<file path="config.mk">
export PLATFORM = sky130hd
export DESIGN_NAME = slot_bitmap_allocator_core
export DESIGN_NICKNAME = d
export VERILOG_FILES = /design/src/rtl/sba_pkg.sv /design/src/rtl/slot_bitmap_allocator_core.sv
export SDC_FILE = /design/constraint.sdc
export NUM_CORES = 1
export LEC_CHECK = 0
export ABC_CLOCK_PERIOD_IN_PS = 3900
export BUFFER_PORTS_ARGS = -buffer_cell sky130_fd_sc_hd__buf_2
export CAP_MARGIN = 10
export CORE_MARGIN = 5
export CORE_UTILIZATION = 45
export DETAILED_ROUTE_END_ITERATION = 8
export PLACE_DENSITY = 0.65
export SYNTH_ARGS = -nofsm -noshare
export SYNTH_HDL_FRONTEND = slang
export SYNTH_SLANG_ARGS = --single-unit
</file>
<file path="constraint.sdc">
create_clock -name clk_i -period 3.9 [get_ports clk_i]
set_input_delay 0.195 -clock clk_i [delete_from_list [all_inputs] [get_ports clk_i]]
set_output_delay 0.195 -clock clk_i [all_outputs]
set_load 0.02 [all_outputs]
</file>
<file path="src/rtl/sba_pkg.sv">
// Package for the slot bitmap allocator: map geometry, action codes and
// sequencer states. No dependencies; used by slot_bitmap_allocator_core.
`default_nettype none

package sba_pkg;

  // Map geometry. One map byte holds eight slots.
  localparam int unsigned SLOT_COUNT = 256;
  localparam int unsigned MAP_BYTES  = (SLOT_COUNT + 7) / 8;
  localparam int unsigned ADDR_W     = (MAP_BYTES > 1) ? $clog2(MAP_BYTES) : 1;

  // Slot positions inside the core are wide enough for a range end
  // (start plus count, up to 510) and for any slot below SLOT_COUNT.
  localparam int unsigned POS_W = 11;
  localparam int unsigned BN_W  = POS_W - 3;

  // Action codes carried by an input item.
  typedef enum logic [2:0] {
    ACT_FIND      = 3'd0,
    ACT_MARK      = 3'd1,
    ACT_CLR_RANGE = 3'd2,
    ACT_CLR_ALL   = 3'd3,
    ACT_LOAD      = 3'd4
  } action_e;

  // Sequencer states.
  typedef enum logic [2:0] {
    S_IDLE,
    S_FIND,
    S_MARK,
    S_CLR,
    S_DONE
  } state_e;

endpackage

`default_nettype wire

</file>
<file path="src/rtl/slot_bitmap_allocator_core.sv">
// Slot bitmap allocator core: used/free map of slots in a byte-wide memory,
// worked by a read-modify-write sequencer. Depends on sba_pkg.
//
//   Channel  Direction  Handshake                 Payload
//   in       sink       in_valid_i / in_stall_o   action, slot_index, clear_count,
//                                                 byte_index, byte_value
//   out      source     out_valid_o / out_stall_i free_slot, table_full
//   cfg      sink       cfg_we_i                  cfg_wdata_i (slot_limit)
//
// Work per item: find free fetches map bytes in order until a free slot or the
// last byte (at most MAP_BYTES); clear range reads and writes back each byte it
// covers; mark used reads and writes back one byte; clear all, load byte and
// unused codes need no map read.
// The scan rate is set by the single read port of the map memory, one byte a cycle.
// Reset clears one valid flop per map byte, so the map reads all free at once;
// there is no clearing pass. A new item is taken while a result waits at the
// output; the sequencer holds its finished result until the output is free.
`default_nettype none

module slot_bitmap_allocator_core (
  input  wire logic       clk_i,
  input  wire logic       rst_ni,
  // Input item channel.
  input  wire logic       in_valid_i,
  output logic            in_stall_o,
  input  wire logic [2:0] action_i,
  input  wire logic [7:0] slot_index_i,
  input  wire logic [7:0] clear_count_i,
  input  wire logic [4:0] byte_index_i,
  input  wire logic [7:0] byte_value_i,
  // Result channel.
  output logic            out_valid_o,
  input  wire logic       out_stall_i,
  output logic [7:0]      free_slot_o,
  output logic            table_full_o,
  // Configuration write port (slot_limit).
  input  wire logic       cfg_we_i,
  input  wire logic [8:0] cfg_wdata_i
);

  localparam int unsigned AW = sba_pkg::ADDR_W;
  localparam int unsigned PW = sba_pkg::POS_W;
  localparam int unsigned BW = sba_pkg::BN_W;
  localparam int unsigned NB = sba_pkg::MAP_BYTES;

  sba_pkg::state_e state_q, state_d;

  // Map memory and per-byte valid flags.
  logic [7:0]    mem_q [NB];
  logic [NB-1:0] valid_q, valid_d;

  // Read pipeline.
  logic          rd_en;
  logic [AW-1:0] rd_addr;
  logic          rd_ok_q;
  logic          rd_vld_q;
  logic [7:0]    rd_data_q;
  logic [BW-1:0] rd_byte_q;

  // Write port.
  logic          wr_en;
  logic [AW-1:0] wr_addr;
  logic [7:0]    wr_data;

  // Item context.
  logic [PW-1:0] start_q, start_d;
  logic [PW-1:0] end_q, end_d;
  logic [BW-1:0] last_q, last_d;
  logic [2:0]    bit_q, bit_d;
  logic [BW-1:0] ptr_q, ptr_d;
  logic          more_q, more_d;
  logic [7:0]    res_slot_q, res_slot_d;
  logic          res_full_q, res_full_d;

  // Output register and configuration.
  logic          out_valid_q, out_valid_d;
  logic [7:0]    free_slot_q, free_slot_d;
  logic          table_full_q, table_full_d;
  logic [8:0]    slot_limit_q;

  // Derived signals.
  logic          in_xfer;
  logic          out_free;
  logic [PW-1:0] in_start;
  logic [PW-1:0] in_end;
  logic [PW-1:0] in_last_pos;
  logic [BW-1:0] in_last_b;
  logic          idx_ok;
  logic [7:0]    rd_word;
  logic [7:0]    scan_word;
  logic [7:0]    clr_mask;
  logic [2:0]    hit_bit;
  logic          hit;
  logic          scan_end;
  logic [PW-1:0] hit_pos;
  logic          hit_full;

  assign in_stall_o   = (state_q != sba_pkg::S_IDLE);
  assign in_xfer      = in_valid_i && !in_stall_o;
  assign out_free     = !out_valid_q || !out_stall_i;
  assign out_valid_o  = out_valid_q;
  assign free_slot_o  = free_slot_q;
  assign table_full_o = table_full_q;

  // Input decode: range bounds and the last byte a clear range touches.
  assign in_start    = PW'(slot_index_i);
  assign in_end      = in_start + PW'(clear_count_i);
  assign in_last_pos = in_end - PW'(1);
  assign idx_ok      = in_start < PW'(sba_pkg::SLOT_COUNT);
  assign in_last_b   = (in_last_pos[PW-1:3] > BW'(NB - 1)) ? BW'(NB - 1)
                                                           : in_last_pos[PW-1:3];

  // A byte never written reads as all free.
  assign rd_word = rd_vld_q ? rd_data_q : 8'h00;

  // Per-bit masks of the byte just read: padding past the table and clear range.
  always_comb begin
    logic [PW-1:0] pos;
    scan_word = rd_word;
    clr_mask  = 8'h00;
    for (int j = 0; j < 8; j++) begin
      pos = {rd_byte_q, 3'(j)};
      if (pos >= PW'(sba_pkg::SLOT_COUNT)) begin
        scan_word[j] = 1'b1;
      end
      clr_mask[j] = (pos >= start_q) && (pos < end_q) &&
                    (pos < PW'(sba_pkg::SLOT_COUNT));
    end
  end

  // Lowest free bit of the scanned byte.
  always_comb begin
    hit_bit = 3'd0;
    for (int j = 7; j >= 0; j--) begin
      if (!scan_word[j]) begin
        hit_bit = 3'(j);
      end
    end
  end

  assign hit      = rd_ok_q && (scan_word != 8'hFF);
  assign scan_end = rd_ok_q && (rd_byte_q == BW'(NB - 1));
  assign hit_pos  = {rd_byte_q, hit_bit};
  assign hit_full = (hit_pos >= PW'(slot_limit_q)) || (hit_pos > PW'(255));

  // Next state.
  always_comb begin
    state_d = state_q;
    case (state_q)
      sba_pkg::S_IDLE: begin
        if (in_xfer) begin
          case (action_i)
            sba_pkg::ACT_FIND:      state_d = sba_pkg::S_FIND;
            sba_pkg::ACT_MARK:      state_d = idx_ok ? sba_pkg::S_MARK : sba_pkg::S_DONE;
            sba_pkg::ACT_CLR_RANGE: begin
              state_d = (idx_ok && (clear_count_i != 8'd0)) ? sba_pkg::S_CLR
                                                            : sba_pkg::S_DONE;
            end
            default:                state_d = sba_pkg::S_DONE;
          endcase
        end
      end
      sba_pkg::S_FIND: begin
        if (hit || scan_end) begin
          state_d = sba_pkg::S_DONE;
        end
      end
      sba_pkg::S_MARK: begin
        state_d = sba_pkg::S_DONE;
      end
      sba_pkg::S_CLR: begin
        if (rd_ok_q && (rd_byte_q == last_q)) begin
          state_d = sba_pkg::S_DONE;
        end
      end
      sba_pkg::S_DONE: begin
        if (out_free) begin
          state_d = sba_pkg::S_IDLE;
        end
      end
      default: state_d = sba_pkg::S_IDLE;
    endcase
  end

  // Memory accesses, item context and result.
  always_comb begin
    rd_en        = 1'b0;
    rd_addr      = ptr_q[AW-1:0];
    wr_en        = 1'b0;
    wr_addr      = rd_byte_q[AW-1:0];
    wr_data      = rd_word;
    valid_d      = valid_q;
    start_d      = start_q;
    end_d        = end_q;
    last_d       = last_q;
    bit_d        = bit_q;
    ptr_d        = ptr_q;
    more_d       = more_q;
    res_slot_d   = res_slot_q;
    res_full_d   = res_full_q;
    out_valid_d  = out_valid_q && out_stall_i;
    free_slot_d  = free_slot_q;
    table_full_d = table_full_q;

    case (state_q)
      sba_pkg::S_IDLE: begin
        if (in_xfer) begin
          start_d    = in_start;
          end_d      = in_end;
          last_d     = in_last_b;
          bit_d      = slot_index_i[2:0];
          ptr_d      = BW'(0);
          more_d     = 1'b1;
          res_slot_d = 8'd0;
          res_full_d = 1'b0;
          case (action_i)
            sba_pkg::ACT_MARK: begin
              if (idx_ok) begin
                rd_en   = 1'b1;
                rd_addr = in_start[AW+2:3];
              end
            end
            sba_pkg::ACT_CLR_RANGE: begin
              ptr_d = in_start[PW-1:3];
            end
            sba_pkg::ACT_CLR_ALL: begin
              valid_d = '0;
            end
            sba_pkg::ACT_LOAD: begin
              if (32'(byte_index_i) < NB) begin
                wr_en   = 1'b1;
                wr_addr = AW'(byte_index_i);
                wr_data = byte_value_i;
              end
            end
            default: begin
            end
          endcase
        end
      end
      sba_pkg::S_FIND: begin
        // Fetch one byte a cycle, check the byte fetched the cycle before.
        if (more_q) begin
          rd_en  = 1'b1;
          ptr_d  = ptr_q + BW'(1);
          more_d = (ptr_q != BW'(NB - 1));
        end
        if (hit) begin
          res_slot_d = hit_full ? 8'd0 : hit_pos[7:0];
          res_full_d = hit_full;
        end else if (scan_end) begin
          res_full_d = 1'b1;
        end
      end
      sba_pkg::S_MARK: begin
        wr_en   = 1'b1;
        wr_data = rd_word | (8'h01 << bit_q);
      end
      sba_pkg::S_CLR: begin
        // Read byte k+1 while byte k is written back.
        if (more_q) begin
          rd_en  = 1'b1;
          ptr_d  = ptr_q + BW'(1);
          more_d = (ptr_q != last_q);
        end
        if (rd_ok_q) begin
          wr_en   = 1'b1;
          wr_data = rd_word & ~clr_mask;
        end
      end
      sba_pkg::S_DONE: begin
        if (out_free) begin
          out_valid_d  = 1'b1;
          free_slot_d  = res_slot_q;
          table_full_d = res_full_q;
        end
      end
      default: begin
      end
    endcase

    if (wr_en) begin
      valid_d[wr_addr] = 1'b1;
    end
  end

  // Map memory: one write port, one registered read port.
  always_ff @(posedge clk_i) begin
    if (wr_en) begin
      mem_q[wr_addr] <= wr_data;
    end
    if (rd_en) begin
      rd_data_q <= mem_q[rd_addr];
      rd_byte_q <= BW'(rd_addr);
    end
  end

  // Control registers.
  always_ff @(posedge clk_i or negedge rst_ni) begin
    if (!rst_ni) begin
      state_q      <= sba_pkg::S_IDLE;
      valid_q      <= '0;
      rd_ok_q      <= 1'b0;
      rd_vld_q     <= 1'b0;
      more_q       <= 1'b0;
      out_valid_q  <= 1'b0;
      slot_limit_q <= 9'd256;
    end else begin
      state_q     <= state_d;
      valid_q     <= valid_d;
      rd_ok_q     <= rd_en;
      rd_vld_q    <= valid_q[rd_addr];
      more_q      <= more_d;
      out_valid_q <= out_valid_d;
      if (cfg_we_i) begin
        slot_limit_q <= cfg_wdata_i;
      end
    end
  end

  // Payload registers.
  always_ff @(posedge clk_i) begin
    start_q      <= start_d;
    end_q        <= end_d;
    last_q       <= last_d;
    bit_q        <= bit_d;
    ptr_q        <= ptr_d;
    res_slot_q   <= res_slot_d;
    res_full_q   <= res_full_d;
    free_slot_q  <= free_slot_d;
    table_full_q <= table_full_d;
  end

  // A write-back never meets a fetch of the same byte.
  a_no_rw_same: assert property (@(posedge clk_i) disable iff (!rst_ni)
    (wr_en && rd_en) |-> (wr_addr != rd_addr))
    else $error("map read and write hit the same byte");

  // After a transfer in, the block is busy in the following cycle.
  a_busy_after_xfer: assert property (@(posedge clk_i) disable iff (!rst_ni)
    in_xfer |=> in_stall_o)
    else $error("input taken while an item is in progress");

  // A new result only comes out of the result state.
  a_result_from_done: assert property (@(posedge clk_i) disable iff (!rst_ni)
    $rose(out_valid_q) |-> $past(state_q == sba_pkg::S_DONE))
    else $error("result raised outside the result state");

  // Mark used always has its byte fetched when it writes back.
  a_mark_has_data: assert property (@(posedge clk_i) disable iff (!rst_ni)
    (state_q == sba_pkg::S_MARK) |-> rd_ok_q)
    else $error("mark used writes back without read data");

endmodule

`default_nettype wire

</file>
======== Word level (Yosys, flattened, before mapping) ========
Memories as Yosys holds them, arrays and structs flattened. A register that Yosys moved wholly into a read port is not among the register bits.
Index checks and enable logic that the tools add are counted.
storage, ports and cells
  memories ................................ 1
  memory bits (writable) .................. 256
  input bits .............................. 46
  output and inout port bits .............. 11
  bits in registers ....................... 109
operators by class
  shift operators ......................... 1
  add/sub/neg operators ................... 3
  reduce and logical (&&, ||, !) cells .... 44
  multiplexer cells ....................... 73
  bitwise gates (word level) .............. 4
  magnitude comparators ................... 39
  eq/ne operators ......................... 20
memories
  name   depth  bits a word  rd ports  clocked after memory_dff  write ports  line                              RTL
  mem_q  32     8            1         1                         1            slot_bitmap_allocator_core.sv:49  logic [7:0] mem_q [NB];
operator list
  cell                  number
  $mux 32               4
  $lt 8x11->1           8
  $lt 8x9->1 const B    9
  $ge 8x9->1 const B    8
  $mux 8                9
  $ge 8x8->1            8
  $mux 3                14
  $mux 5                8
  $or 32x32->32         1
  $pmux 8 s2            2
  $mux 1                27
  $pmux 8 s3            1
  $logic_and 1x1->1     23
  $pmux 3 s5            1
  $eq 3x2->1 const B    4
  $lt 5x6->1 const B    2
  $ne 2x2->1 const B    5
  $sub 9x1->10 const B  1
  $add 8x8->9           1
  $ge 8x9->1            1
  $pmux 3 s3            1
  $reduce_and 3->1      3
  $add 8x1->8 const B   1
  $and 8x8->8           1
  other kinds (28)      41

======== Depth between registers and ports, before layout ========
Gate-level depths: netlist (run 1).
  word-level depth ........................ 15
  gate-level depth with buffers ........... 14

======== Least setup slack after synthesis (run 1) ========
OpenSTA, ideal clock, no wires.
  path kind ............................... reg-to-reg
  start point ............................. reg rd_byte_q[2]
  end point ............................... mem mem_q[0][2], data pin
  required time ........................... 3.433 ns
  clock period less this slack ............ 3.730 ns
  arrival ................................. 3.263 ns
  library setup time ...................... 0.467 ns
  path buffers ............................ 0
  cell stages (with the launch flop) ...... 9
  slack ................................... 0.170 ns
  cell sequence ........................... edfxtp_1 > ha_1 > a21o_1 > a21o_1 > a21oi_1 > nor2b_1 > a32o_1 > nor3_1 > o31ai_1
between the ends
  longest elaborated chain between the ends .. 7
RTL lines
  what                                       line                               RTL
  start, declared                            slot_bitmap_allocator_core.sv:58   logic [BW-1:0] rd_byte_q;
  start signal, assigned                     slot_bitmap_allocator_core.sv:294  rd_byte_q <= BW'(rd_addr);
  $lt 8x11->1 or $ge 8x8->1 (tied branches)  slot_bitmap_allocator_core.sv:126  clr_mask[j] = (pos >= start_q) && (pos < end_q) &&
  $logic_and 1x1->1                          slot_bitmap_allocator_core.sv:126
  $logic_and 1x1->1 *                        slot_bitmap_allocator_core.sv:126
  $not 8->8 *                                slot_bitmap_allocator_core.sv:268  wr_data = rd_word & ~clr_mask;
  $and 8x8->8 *                              slot_bitmap_allocator_core.sv:268
  $mux 8 *                                   slot_bitmap_allocator_core.sv:266  if (rd_ok_q) begin
  $pmux 8 s3 *                               slot_bitmap_allocator_core.sv:205  case (state_q)
  named net wr_data[2]                       slot_bitmap_allocator_core.sv:63   logic [7:0] wr_data;
  end, declared                              slot_bitmap_allocator_core.sv:49
Mark *: on every way through the listed nets, which the timed path passes. The rest lies on a longest branch.

======== Final worst setup path (run 1) ========
  start point ............................. reg state_q[2]
  end point ............................... reg rd_data_q[6] (read register of mem_q), data pin
between the ends
  longest elaborated chain between the ends .. 5
RTL lines
  what                                  line                               RTL
  start, declared                       slot_bitmap_allocator_core.sv:46   sba_pkg::state_e state_q, state_d;
  start signal, assigned                slot_bitmap_allocator_core.sv:301  state_q <= sba_pkg::S_IDLE;
  start signal, assigned                slot_bitmap_allocator_core.sv:309  state_q <= state_d;
  $reduce_bool 3->1                     slot_bitmap_allocator_core.sv:98   assign in_stall_o = (state_q != sba_pkg::S_IDLE);
  $logic_not 1->1                       slot_bitmap_allocator_core.sv:99   assign in_xfer = in_valid_i && !in_stall_o;
  $logic_and 1x1->1                     slot_bitmap_allocator_core.sv:99
  $mux 1 or $mux 5 (tied branches)      slot_bitmap_allocator_core.sv:207  if (in_xfer) begin
  $pmux 1 s2 or $mux 5 (tied branches)  slot_bitmap_allocator_core.sv:205
  end, declared                         slot_bitmap_allocator_core.sv:57   logic [7:0] rd_data_q;
Parallel ways exist; a longest one is shown, timed or not.
A chain may end at the register's enable or synchronous reset.

==> reports/results.txt, run 1 <==
WS Path Type = reg -> reg
routability cong. = 0.896
HP Class = in -> reg
grt total ovfl = 0
port buffer count = 56
CP max FO = 18
Synth cell types = 76
Worst slew margin = 0.332
Async SR Flop Fraction = 0.131
clock buffer depth = 3
CP required = 4.16 ns
largest net degree at the start of global routing = 77
Routed Antenna Nets = 0
layout net count = 1514
CTS clk-pin slew, worst paths = 0.06 ns
crit end category = flop
Post-synth EDFFs = 319
non-filler cells, final = 1938
most frequent CP cell = buf_4
detailed placement HPWL = 29.9 mm
initial antenna violation count = 0
Setup WS post-layout = 0.251 ns
post-synthesis compound-gate area fraction = 0.129
most common cell in the netlist = edfxtp_1
area grow syn2layout = 15.1%
layout cell share with drive strength beyond 1 = 0.148
Placement Setup Slack = 0.335 ns
Mapped Avg Cell Area = 12.5 µm²
DRC = 0
internal power = 8.85 mW
Lkg Pwr = 7.27 nW
ranking of synthesized cells by area = edfxtp_1, dfrtp_1, nand2_1, mux2i_1, ha_1
total CTS buffers = 40
register area = 10800 µm²
synthesized-area fraction occupied by adder cells = 0.0229
min cycle time layout = 3.65 ns
drt wl/cell = 23.6 µm
Yosys reg bits = 367
die area = 41100 µm²
Diodes inserted = 0
Synth area leader = edfxtp_1
RSZ-0062 raised after global routing = no
P per Cell Area = 714 nW/µm²
critical path arrival = 3.91 ns
actual slew at the worst max-slew pin = 1.00 ns
DRT Pass-1 Iters = 5
clock share of power = 0.274
FP Rows = 70
Chip Width = 203 µm
Final Cycle Share = 0.936
vias in the first global route = 11400
H-tree depth = 2
core area = 36600 µm²
post-synth top area share = 0.574
Post-Syn Area = 16700 µm²
# IOs = 57
detailed router's first-iteration violation count = 1196
crit-path max cell delay = 0.66 ns
Mapped Cells = 1335
placed insts = 1847
net switching power = 4.88 mW
total track usage = 0.219
worst path cell trace = or4b_4, inv_2, buf_4, and3_1, nor2_2, buf_4, nor2_4, buf_4, a32oi_1, a31oi_1, nor3b_2
Die H = 203 µm
global-route wire length before repair = 69.1 mm
Comb pwr share = 0.327
switching power share of the total = 0.355
fmax = 274 MHz
CTS tree = done
Post-Route WL = 45.8 mm
Most used DFF post-synth = edfxtp_1
Initial Util = 0.456
Post-synth top cells = edfxtp_1, nand2_1, nor2_1
clock net sink count = 367
clock skew = 0.0164 ns
Clock Tree Root = clkbuf_16
largest family of logic cells by synthesized area = simple AND/OR/NAND/NOR gates
crit start category = flop
portion of netlist area occupied by mux cells = 0.0249
maxcap violations = 0
drt via density = 6.00
multi-input logic area = 5460 µm²
Slew Limit Fails = 0
Synth Area in Simple Gates = 0.135
endpoints failing setup = 0
setup TNS = 0 ns
Layout fillers = 3063
via count = 11600
clk_lat worst skew = 0.53 ns
slowest CP cell = or4b_4
sequential share of the synthesized area = 0.646
post-synthesis xor/xnor area fraction = 0.00944
sequential power share = 0.399
Ys Warns = 0
Max IR drop VDD = 0.000316 V
Hold Violations, Final = 0
status = finished, final reports clean
[routing by layer]
| layer | wire (µm) | GRT usage | vias up | part of all wire |
|---|---|---|---|---|
| met5 | 0 | 0 | - | 0 |
| met4 | 1280 | 0.0621 | 0 | 0.028 |
| met2 | 21700 | 0.360 | 523 | 0.47 |
| li1 | - | - | 5267 | - |
| met3 | 3360 | 0.0369 | 93 | 0.073 |
| met1 | 19400 | 0.303 | 5754 | 0.42 |
[power by group through the flow]
| stage | Clock (mW) | Combinational, mW | Sequential, mW |
|---|---|---|---|
| after floorplan | 0 | 2.84 | 5.46 |
| after global placement | 0 | 4.37 | 5.53 |
| after detailed placement | 0 | 4.44 | 5.54 |
| after CTS | 3.81 | 4.48 | 5.47 |
| after global routing | 3.96 | 4.84 | 5.50 |
| final | 3.76 | 4.49 | 5.48 |
[worst max-delay path: cells and delay by family (launching register included)]
| family | cells | cell delay (ns) |
|---|---|---|
| simple gates | 5 | 1.44 |
| buf+inv | 4 | 0.94 |
| compound gates | 2 | 0.59 |
| flops | 1 | 0.38 |
[through the flow]
| stage | hold WS [ns] | total power [mW] | instance area [µm²] | utilization |
|---|---|---|---|---|
| after floorplan | -0.101 | 8.29 | 16700 | - |
| after global placement | 0.285 | 9.90 | 17700 | 0.484 |
| after detailed placement | 0.286 | 9.98 | 17700 | 0.484 |
| after CTS | 0.00180 | 13.7 | 19200 | 0.525 |
| after global routing | 0.0123 | 14.3 | 19200 | 0.525 |
| final | 0.0204 | 13.7 | 19200 | 0.525 |
[what timing repair did]
action,in CTS,in global routing
hold buffers,17,0
hold endpoints to repair,41,0
setup buffers,0,0
resized for setup,0,0
[final timing paths]
path	start	end	slack (ns)	cells after the start
setup / recovery	state_q[2]	rd_data_q[6]	0.25	11
setup reg to reg	state_q[2]	rd_data_q[6]	0.25	11
hold / removal	slot_index_i[4]	start_q[4]	0.02	1
hold reg to reg	res_slot_q[3]	free_slot_o[3]	0.42	0
min in group asynchronous	rst_ni	slot_limit_q[5]	0.26	2
max in group asynchronous	rst_ni	valid_q[27]	2.72	3
[registers in the layout (all words and copies together) (netlist names), 5 cells and up]
register	count
end_q	9
free_slot_o	8
last_q	7
mem_q	256
ptr_q	8
rd_byte_q	5
rd_data_q	8
res_slot_q	8
slot_limit_q	9
start_q	6
valid_q	32
[layout by cell type, fill, tap and decap left out, types with 29 or more instances in the layout]
| master | count |
|---|---|
| inv_1 | 35 |
| a21o_1 | 40 |
| buf_4 | 55 |
| nand2_1 | 214 |
| nand3_1 | 58 |
| o21ai_0 | 40 |
| a211oi_1 | 32 |
| edfxtp_1 | 319 |
| nor2_1 | 73 |
| dfrtp_1 | 47 |
| a21oi_1 | 40 |
| buf_2 | 56 |
| mux2i_1 | 37 |
| clkbuf_16 | 41 |
| ha_1 | 29 |
[cells by family (layout without fill, tap and decap cells)]
| kind of cell | count (synthesis) | count (layout) |
|---|---|---|
| flip-flops | 367 | 367 |
| adder cells (fa/ha/maj) | 30 | 30 |
| other | 1 | 2 |
| buffers and inverters | 112 | 246 |
| XOR/XNOR | 18 | 18 |
| multiplexers | 41 | 41 |
| AO/OA/AOI/OAI | 297 | 297 |
| AND/OR/NAND/NOR | 469 | 469 |
[layout make-up]
type / count / area share
clock buffer: 51 / 0.0564
sequential: 367 / 0.561
clock inverter: 23 / 0.0117
inverter: 41 / 0.00814
timing repair buffer: 131 / 0.0481
multi-input combinational: 857 / 0.284
tap: 468 / 0.0305
Power figures use the tool's default switching activity.
==> inputs of run 2 (changes only) <==
--- a/config.mk
+++ b/config.mk
@@ -9,9 +9,9 @@
 export BUFFER_PORTS_ARGS = -buffer_cell sky130_fd_sc_hd__buf_2
 export CAP_MARGIN = 10
 export CORE_MARGIN = 5
-export CORE_UTILIZATION = 45
+export CORE_UTILIZATION = 56
 export DETAILED_ROUTE_END_ITERATION = 8
-export PLACE_DENSITY = 0.65
+export PLACE_DENSITY = 0.78
 export SYNTH_ARGS = -nofsm -noshare
 export SYNTH_HDL_FRONTEND = slang
 export SYNTH_SLANG_ARGS = --single-unit
==> run 2 against run 1 <==
  * Cell count down 3.5%
  * Hold slack better by 0.066 ns
  * Global-route usage up 4.7 points
  * Count of clock-buffer cells in the layout decreased by 4
  * Via count rose by 3.2%
  * First-iteration DRC count grew 33%
  * Power increased by 1.2%
  * Critical endpoint unchanged
  * Largest cell class unchanged
  * Largest power group unchanged
==> reports/results.txt, run 2 (synthesis gave the netlist of run 1 again) <==
RR Startpoint = state_q[2] (unchanged)
most frequent CP cell = buf_12 (was buf_4)
Initial Util = 0.565 (was 0.456)
total track usage = 0.265 (was 0.219)
die area = 33400 µm² (was 41100 µm²)
vias in the first global route = 11700 (was 11400)
via count = 12000 (was 11600)
critical path arrival = 4.03 ns (was 3.91 ns)
FP Rows = 63 (was 70)
CTS tree = done (unchanged)
initial antenna violation count = 1 (was 0)
H-tree depth = 2 (unchanged)
clock skew = 0.0215 ns (was 0.0164 ns)
Routed Antenna Nets = 0 (unchanged)
Die H = 183 µm (was 203 µm)
core area = 29600 µm² (was 36600 µm²)
area grow syn2layout = 15.6% (was 15.1%)
drt wl/cell = 23.8 µm (was 23.6 µm)
worst path cell trace = or4b_4, inv_2, and3_1, nor2_4, inv_4, buf_12, buf_12, mux2i_1, a32oi_1, a31oi_1, nor3b_2 (was or4b_4, inv_2, buf_4, and3_1, nor2_2, buf_4, nor2_4, buf_4, a32oi_1, a31oi_1, nor3b_2)
drt via density = 6.42 (was 6.00)
grt total ovfl = 0 (unchanged)
RSZ-0062 raised after global routing = no (unchanged)
Worst slew margin = 0.0434 (was 0.332)
crit path from = state_q[2] (unchanged)
Slew Limit Fails = 0 (unchanged)
detailed placement HPWL = 28.7 mm (was 29.9 mm)
crit-path max cell delay = 0.66 ns (about the same)
post-layout util = 0.653 (was 0.525)
layout cell share with drive strength beyond 1 = 0.151 (was 0.148)
CP required = 4.16 ns (about the same)
detailed router's first-iteration violation count = 1588 (was 1196)
Post-Route WL = 44.6 mm (was 45.8 mm)
commonest non-fill, non-tap cells in the layout = edfxtp_1, nand2_1, nor2_1 (unchanged)
endpoints failing setup = 0 (unchanged)
crit end category = flop (unchanged)
Clock Tree Root = clkbuf_16 (unchanged)
Largest regs = mem_q x256, valid_q x32 (unchanged)
clock buffer depth = 3 (unchanged)
# IOs = 57 (unchanged)
DRT Pass-1 Iters = 6 (was 5)
actual slew at the worst max-slew pin = 1.43 ns (was 1.00 ns)
maxcap violations = 0 (unchanged)
Hold Violations, Final = 0 (unchanged)
port buffer count = 56 (unchanged)
Chip Width = 183 µm (was 203 µm)
CTS clk-pin slew, worst paths = 0.06 ns (about the same)
Final Cycle Share = 0.969 (was 0.936)
layout net count = 1526 (was 1514)
HP Class = in -> reg (unchanged)
worst hold start = cfg_we_i (was slot_index_i[4])
Lkg Pwr = 7.37 nW (was 7.27 nW)
routability cong. = 0.909 (was 0.896)
Crit path max-delay family = buffers and inverters (was simple AND/OR/NAND/NOR gates)
Worst Path Buf+Inv = 4 (unchanged)
WS Path Type = reg -> reg (unchanged)
clock net sink count = 367 (unchanged)
DRC = 0 (unchanged)
status = finished, final reports clean (unchanged)
max reg flops = 256 (unchanged)
Max IR drop VDD = 0.000333 V (was 0.000316 V)
most common cell after layout, fill and taps aside = edfxtp_1 (unchanged)
slowest CP cell = or4b_4 (unchanged)
largest net degree at the start of global routing = 77 (unchanged)
clk_lat worst skew = 0.53 ns (about the same)
global-route wire length before repair = 68.4 mm (was 69.1 mm)
setup TNS = 0 ns (unchanged)
min cycle time layout = 3.78 ns (was 3.65 ns)
fmax = 265 MHz (was 274 MHz)
crit start category = flop (unchanged)
most flop-heavy register = mem_q (unchanged)
P per Cell Area = 719 nW/µm² (was 714 nW/µm²)
total CTS buffers = 38 (was 40)
CP max FO = 55 (was 18)
==> run 2: final cells by class <==
| type | instances | area (µm²) |
|---|---|---|
| Antenna cell | 1 | 2.50 |
| Clock buffer | 47 | 1040 |
| Clock inverter | 23 | 330 |
| Fill cell | 2062 | 10300 |
| Inverter | 41 | 156 |
| Multi-Input combinational cell | 857 | 5450 |
| Sequential cell | 367 | 10800 |
| Tap cell | 390 | 488 |
| Timing Repair Buffer | 145 | 1060 |
==> run 2: path summary, 6_finish.rpt <==
check | endpoint | slack [ns] | cells past startpoint
setup / recovery | rd_data_q[6] | 0.12 | 11
hold / removal | slot_limit_q[2] | 0.09 | 2
setup reg to reg | rd_data_q[6] | 0.12 | 11
hold reg to reg | free_slot_o[4] | 0.42 | 0
max in group asynchronous | slot_limit_q[8] | 2.76 | 3
min in group asynchronous | rd_vld_q | 0.26 | 2
==> run 2: power breakdown <==
| group | internal, mW | leakage, nW | switching [mW] |
|---|---|---|---|
| Combinational | 1.47 | 3.14 | 3.03 |
| Clock | 2.42 | 0.663 | 1.47 |
| Sequential | 5.16 | 3.57 | 0.327 |
==> run 2: layer usage <==
layer	track usage	wire, µm
met1	0.379	17500
met2	0.417	20700
met3	0.0474	4780
met4	0.0880	1670
met5	0	0
==> run 2: timing repair <==
item | CTS | global route
hold buffers | 18 | 0
hold endpoints to repair | 40 | 0
gates resized for setup | 0 | 1
buffers inserted | 0 | 0
setup endpoints to repair | 0 | 1
==> run 2: metrics by stage <==
step	std cells	worst slack [ns]	power, mW	instance area, µm²	hold slack (ns)
3_3_place_gp	1782	0.178	9.76	17700	0.280
5_1_grt	1871	0.0399	14.4	19300	0.0934
4_1_cts	1870	0.0742	13.8	19300	0.0577
6_report	1871	0.121	13.9	19300	0.0859
3_5_place_dp	1782	0.0897	9.90	17700	0.286
2_1_floorplan	1336	0.170	8.29	16700	-0.101
==> run 2: worst reg2reg max path, stage by stage (launching register included) <==
cell and delay [ns]:
dfrtp_1 0.38, or4b_4 0.66, inv_2 0.30, and3_1 0.29, nor2_4 0.08, inv_4 0.46, buf_12 0.28, buf_12 0.22
mux2i_1 0.20, a32oi_1 0.08, a31oi_1 0.48, nor3b_2 0.09
==> inputs of run 3 (changes only) <==
--- a/config.mk
+++ b/config.mk
@@ -8,10 +8,12 @@
 export ABC_CLOCK_PERIOD_IN_PS = 3900
 export BUFFER_PORTS_ARGS = -buffer_cell sky130_fd_sc_hd__buf_2
 export CAP_MARGIN = 10
+export CELL_PAD_IN_SITES_DETAIL_PLACEMENT = 0
+export CELL_PAD_IN_SITES_GLOBAL_PLACEMENT = 1
 export CORE_MARGIN = 5
-export CORE_UTILIZATION = 56
+export CORE_UTILIZATION = 46
 export DETAILED_ROUTE_END_ITERATION = 8
-export PLACE_DENSITY = 0.78
+export PLACE_DENSITY = 0.77
 export SYNTH_ARGS = -nofsm -noshare
 export SYNTH_HDL_FRONTEND = slang
 export SYNTH_SLANG_ARGS = --single-unit
==> run 3 against run 2 <==
  * Register-to-register slack gained 0.03 ns
  * Non-clock buffer count rose by 5
  * Highest routed layer unchanged
  * Largest power group unchanged
  * Clock power is 5% lower
  * Die area up 20%
  * Global-route usage fell by 4.3 points
  * Critical path depth shrank 2
  * Sequential share of layout area fell by 0.14 points
  * Count of clock-buffer cells in the layout is 7 higher
  * Core utilization is 11 points lower
  * Design area increased by 0.25%
  * Sequential power is essentially flat
  * Worst setup slack improved by 0.028 ns
  * Largest cell class unchanged
  * Critical path type unchanged
==> reports/results.txt, run 3 (synthesis gave the netlist of run 1 again) <==
status = finished, final reports clean (unchanged)
min cycle time layout = 3.75 ns (was 3.78 ns)
most common cell after layout, fill and taps aside = edfxtp_1 (unchanged)
drt via density = 5.97 (was 6.42)
post-layout util = 0.541 (was 0.653)
commonest non-fill, non-tap cells in the layout = edfxtp_1, nand2_1, nor2_1 (unchanged)
global-route wire length before repair = 69.6 mm (was 68.4 mm)
Hold Violations, Final = 0 (unchanged)
fmax = 267 MHz (was 265 MHz)
H-tree depth = 2 (unchanged)
port buffer count = 56 (unchanged)
most flop-heavy register = mem_q (unchanged)
DRT Pass-1 Iters = 5 (was 6)
placed insts = 1857 (was 1782)
Die H = 201 µm (was 183 µm)
detailed router's first-iteration violation count = 1128 (was 1588)
CTS clk-pin slew, worst paths = 0.06 ns (about the same)
drt wl/cell = 23.3 µm (was 23.8 µm)
largest net degree at the start of global routing = 77 (unchanged)
crit end category = flop (unchanged)
total track usage = 0.223 (was 0.265)
Diodes inserted = 0 (was 1)
clock share of power = 0.270 (was 0.281)
register area = 10800 µm² (unchanged)
postcts setup bufs = 0 (unchanged)
endpoints failing setup = 0 (unchanged)
Worst Path Buf+Inv = 2 (was 4)
total CTS buffers = 39 (was 38)
Max IR drop VDD = 0.000403 V (was 0.000333 V)
vias in the first global route = 11300 (was 11700)
core area = 35700 µm² (was 29600 µm²)
routability cong. = 0.869 (was 0.909)
internal power = 8.84 mW (was 9.05 mW)
Clock Tree Root = clkbuf_16 (unchanged)
critical path arrival = 4.03 ns (about the same)
Layout fillers = 3008 (was 2062)
detailed placement HPWL = 29.8 mm (was 28.7 mm)
Largest regs = mem_q x256, valid_q x32 (unchanged)
Tot Pwr = 13.7 mW (was 13.9 mW)
actual slew at the worst max-slew pin = 1.09 ns (was 1.43 ns)
area grow syn2layout = 15.9% (was 15.6%)
DP Area = 17900 µm² (was 17700 µm²)
multi-input logic area = 5450 µm² (unchanged)
Lkg Pwr = 7.36 nW (was 7.37 nW)
CP required = 4.18 ns (was 4.16 ns)
clock net sink count = 367 (unchanged)
Final Instance Area = 19300 µm² (about the same)
grt total ovfl = 0 (unchanged)
Chip Width = 201 µm (was 183 µm)
Comb pwr share = 0.328 (was 0.324)
Routed Antenna Nets = 0 (unchanged)
CTS tree = done (unchanged)
layout net count = 1532 (was 1526)
crit start category = flop (unchanged)
worst path cell trace = or4b_4, inv_2, buf_4, nand3_2, and3_1, a211oi_1, a311oi_1, o32a_1, nor3b_2 (was or4b_4, inv_2, and3_1, nor2_4, inv_4, buf_12, buf_12, mux2i_1, a32oi_1, a31oi_1, nor3b_2)
Slew Limit Fails = 0 (unchanged)
# IOs = 57 (unchanged)
DRC = 0 (unchanged)
net switching power = 4.86 mW (was 4.83 mW)
non-filler cells, final = 1948 (was 1871)
setup TNS = 0 ns (unchanged)
CP max FO = 27 (was 55)
max reg flops = 256 (unchanged)
WS Path Type = reg -> reg (unchanged)
crit-path max cell delay = 0.69 ns (was 0.66 ns)
Final Cycle Share = 0.962 (was 0.969)
switching power share of the total = 0.355 (was 0.348)
clock buffer depth = 3 (unchanged)
layout cell share with drive strength beyond 1 = 0.155 (was 0.151)
P per Cell Area = 708 nW/µm² (was 719 nW/µm²)
via count = 11600 (was 12000)
RSZ-0062 raised after global routing = no (unchanged)
Post-Route WL = 45.4 mm (was 44.6 mm)
clock skew = 0.0135 ns (was 0.0215 ns)
sequential power share = 0.401 (was 0.395)
FP Rows = 69 (was 63)
die area = 40200 µm² (was 33400 µm²)
clk_lat worst skew = 0.54 ns (was 0.53 ns)
slowest CP cell = or4b_4 (unchanged)
HP Class = in -> reg (unchanged)
Crit path max-delay family = simple AND/OR/NAND/NOR gates (was buffers and inverters)
Worst slew margin = 0.275 (was 0.0434)
maxcap violations = 0 (unchanged)
initial antenna violation count = 0 (was 1)
Initial Util = 0.467 (was 0.565)
run 3: changes by cell type in the layout (fill, tap and decap cells not counted), sizes merged:
cell | before | now
inv | 40 | 41
clkinvlp | 1 | 2
bufinv | 8 | 3
clkbuf | 47 | 54
clkinv | 15 | 13
buf | 127 | 131
dlygate4sd3 | 18 | 19
diode | 1 | 0
run 3: worst paths after layout:
path | endpoint | startpoint | slack [ns] | cells past startpoint
max | rd_data_q[6] | state_q[0] | 0.15 | 9
min | slot_limit_q[3] | cfg_we_i | 0.03 | 3
max reg2reg | rd_data_q[6] | state_q[0] | 0.15 | 9
min reg2reg | free_slot_o[1] | res_slot_q[1] | 0.42 | 0
max in group asynchronous | valid_q[8] | rst_ni | 2.75 | 3
min in group asynchronous | state_q[2] | rst_ni | 0.26 | 2
run 3: repair_timing:
action	CTS	global route
gates resized for setup	0	1
endpoints found under the hold margin	40	0
endpoints found under the setup margin	0	2
hold buffers	19	0
run 3: cell type report:
cell class | instances | area share
Tap cell | 461 | 0.0298
Multi-Input combinational cell | 857 | 0.281
Timing Repair Buffer | 150 | 0.0567
Sequential cell | 367 | 0.557
Inverter | 41 | 0.00821
Clock buffer | 54 | 0.0570
Clock inverter | 18 | 0.00944
run 3: per-layer routing:
layer,track usage,vias up,wire length (µm)
met5,0,-,0
met4,0.0573,0,1080
met3,0.0313,81,3080
met2,0.346,467,20800
met1,0.333,5792,20400
li1,-,5294,-
run 3: per-stage QoR:
step           setup slack [ns]  hold slack, ns
2_1_floorplan             0.170          -0.101
3_5_place_dp              0.148           0.285
6_report                  0.150          0.0310
4_1_cts                   0.164         0.00593
3_3_place_gp              0.222           0.271
5_1_grt                  0.0429          0.0485
run 3: power groups by stage:
stage	logic, mW	registers [mW]	clock network (mW)
CTS	4.48	5.49	3.77
detailed placement	4.44	5.56	0
global route	4.86	5.53	3.92
global placement	4.39	5.55	0
finish	4.50	5.50	3.70
floorplan	2.84	5.46	0
run 3: worst register-to-register path, cell delays in order (launching register included):
cell and delay [ns]:
dfrtp_1 0.52, or4b_4 0.70, inv_2 0.12, buf_4 0.23
nand3_2 0.49, and3_1 0.40, a211oi_1 0.30, a311oi_1 0.14
o32a_1 0.42, nor3b_2 0.18
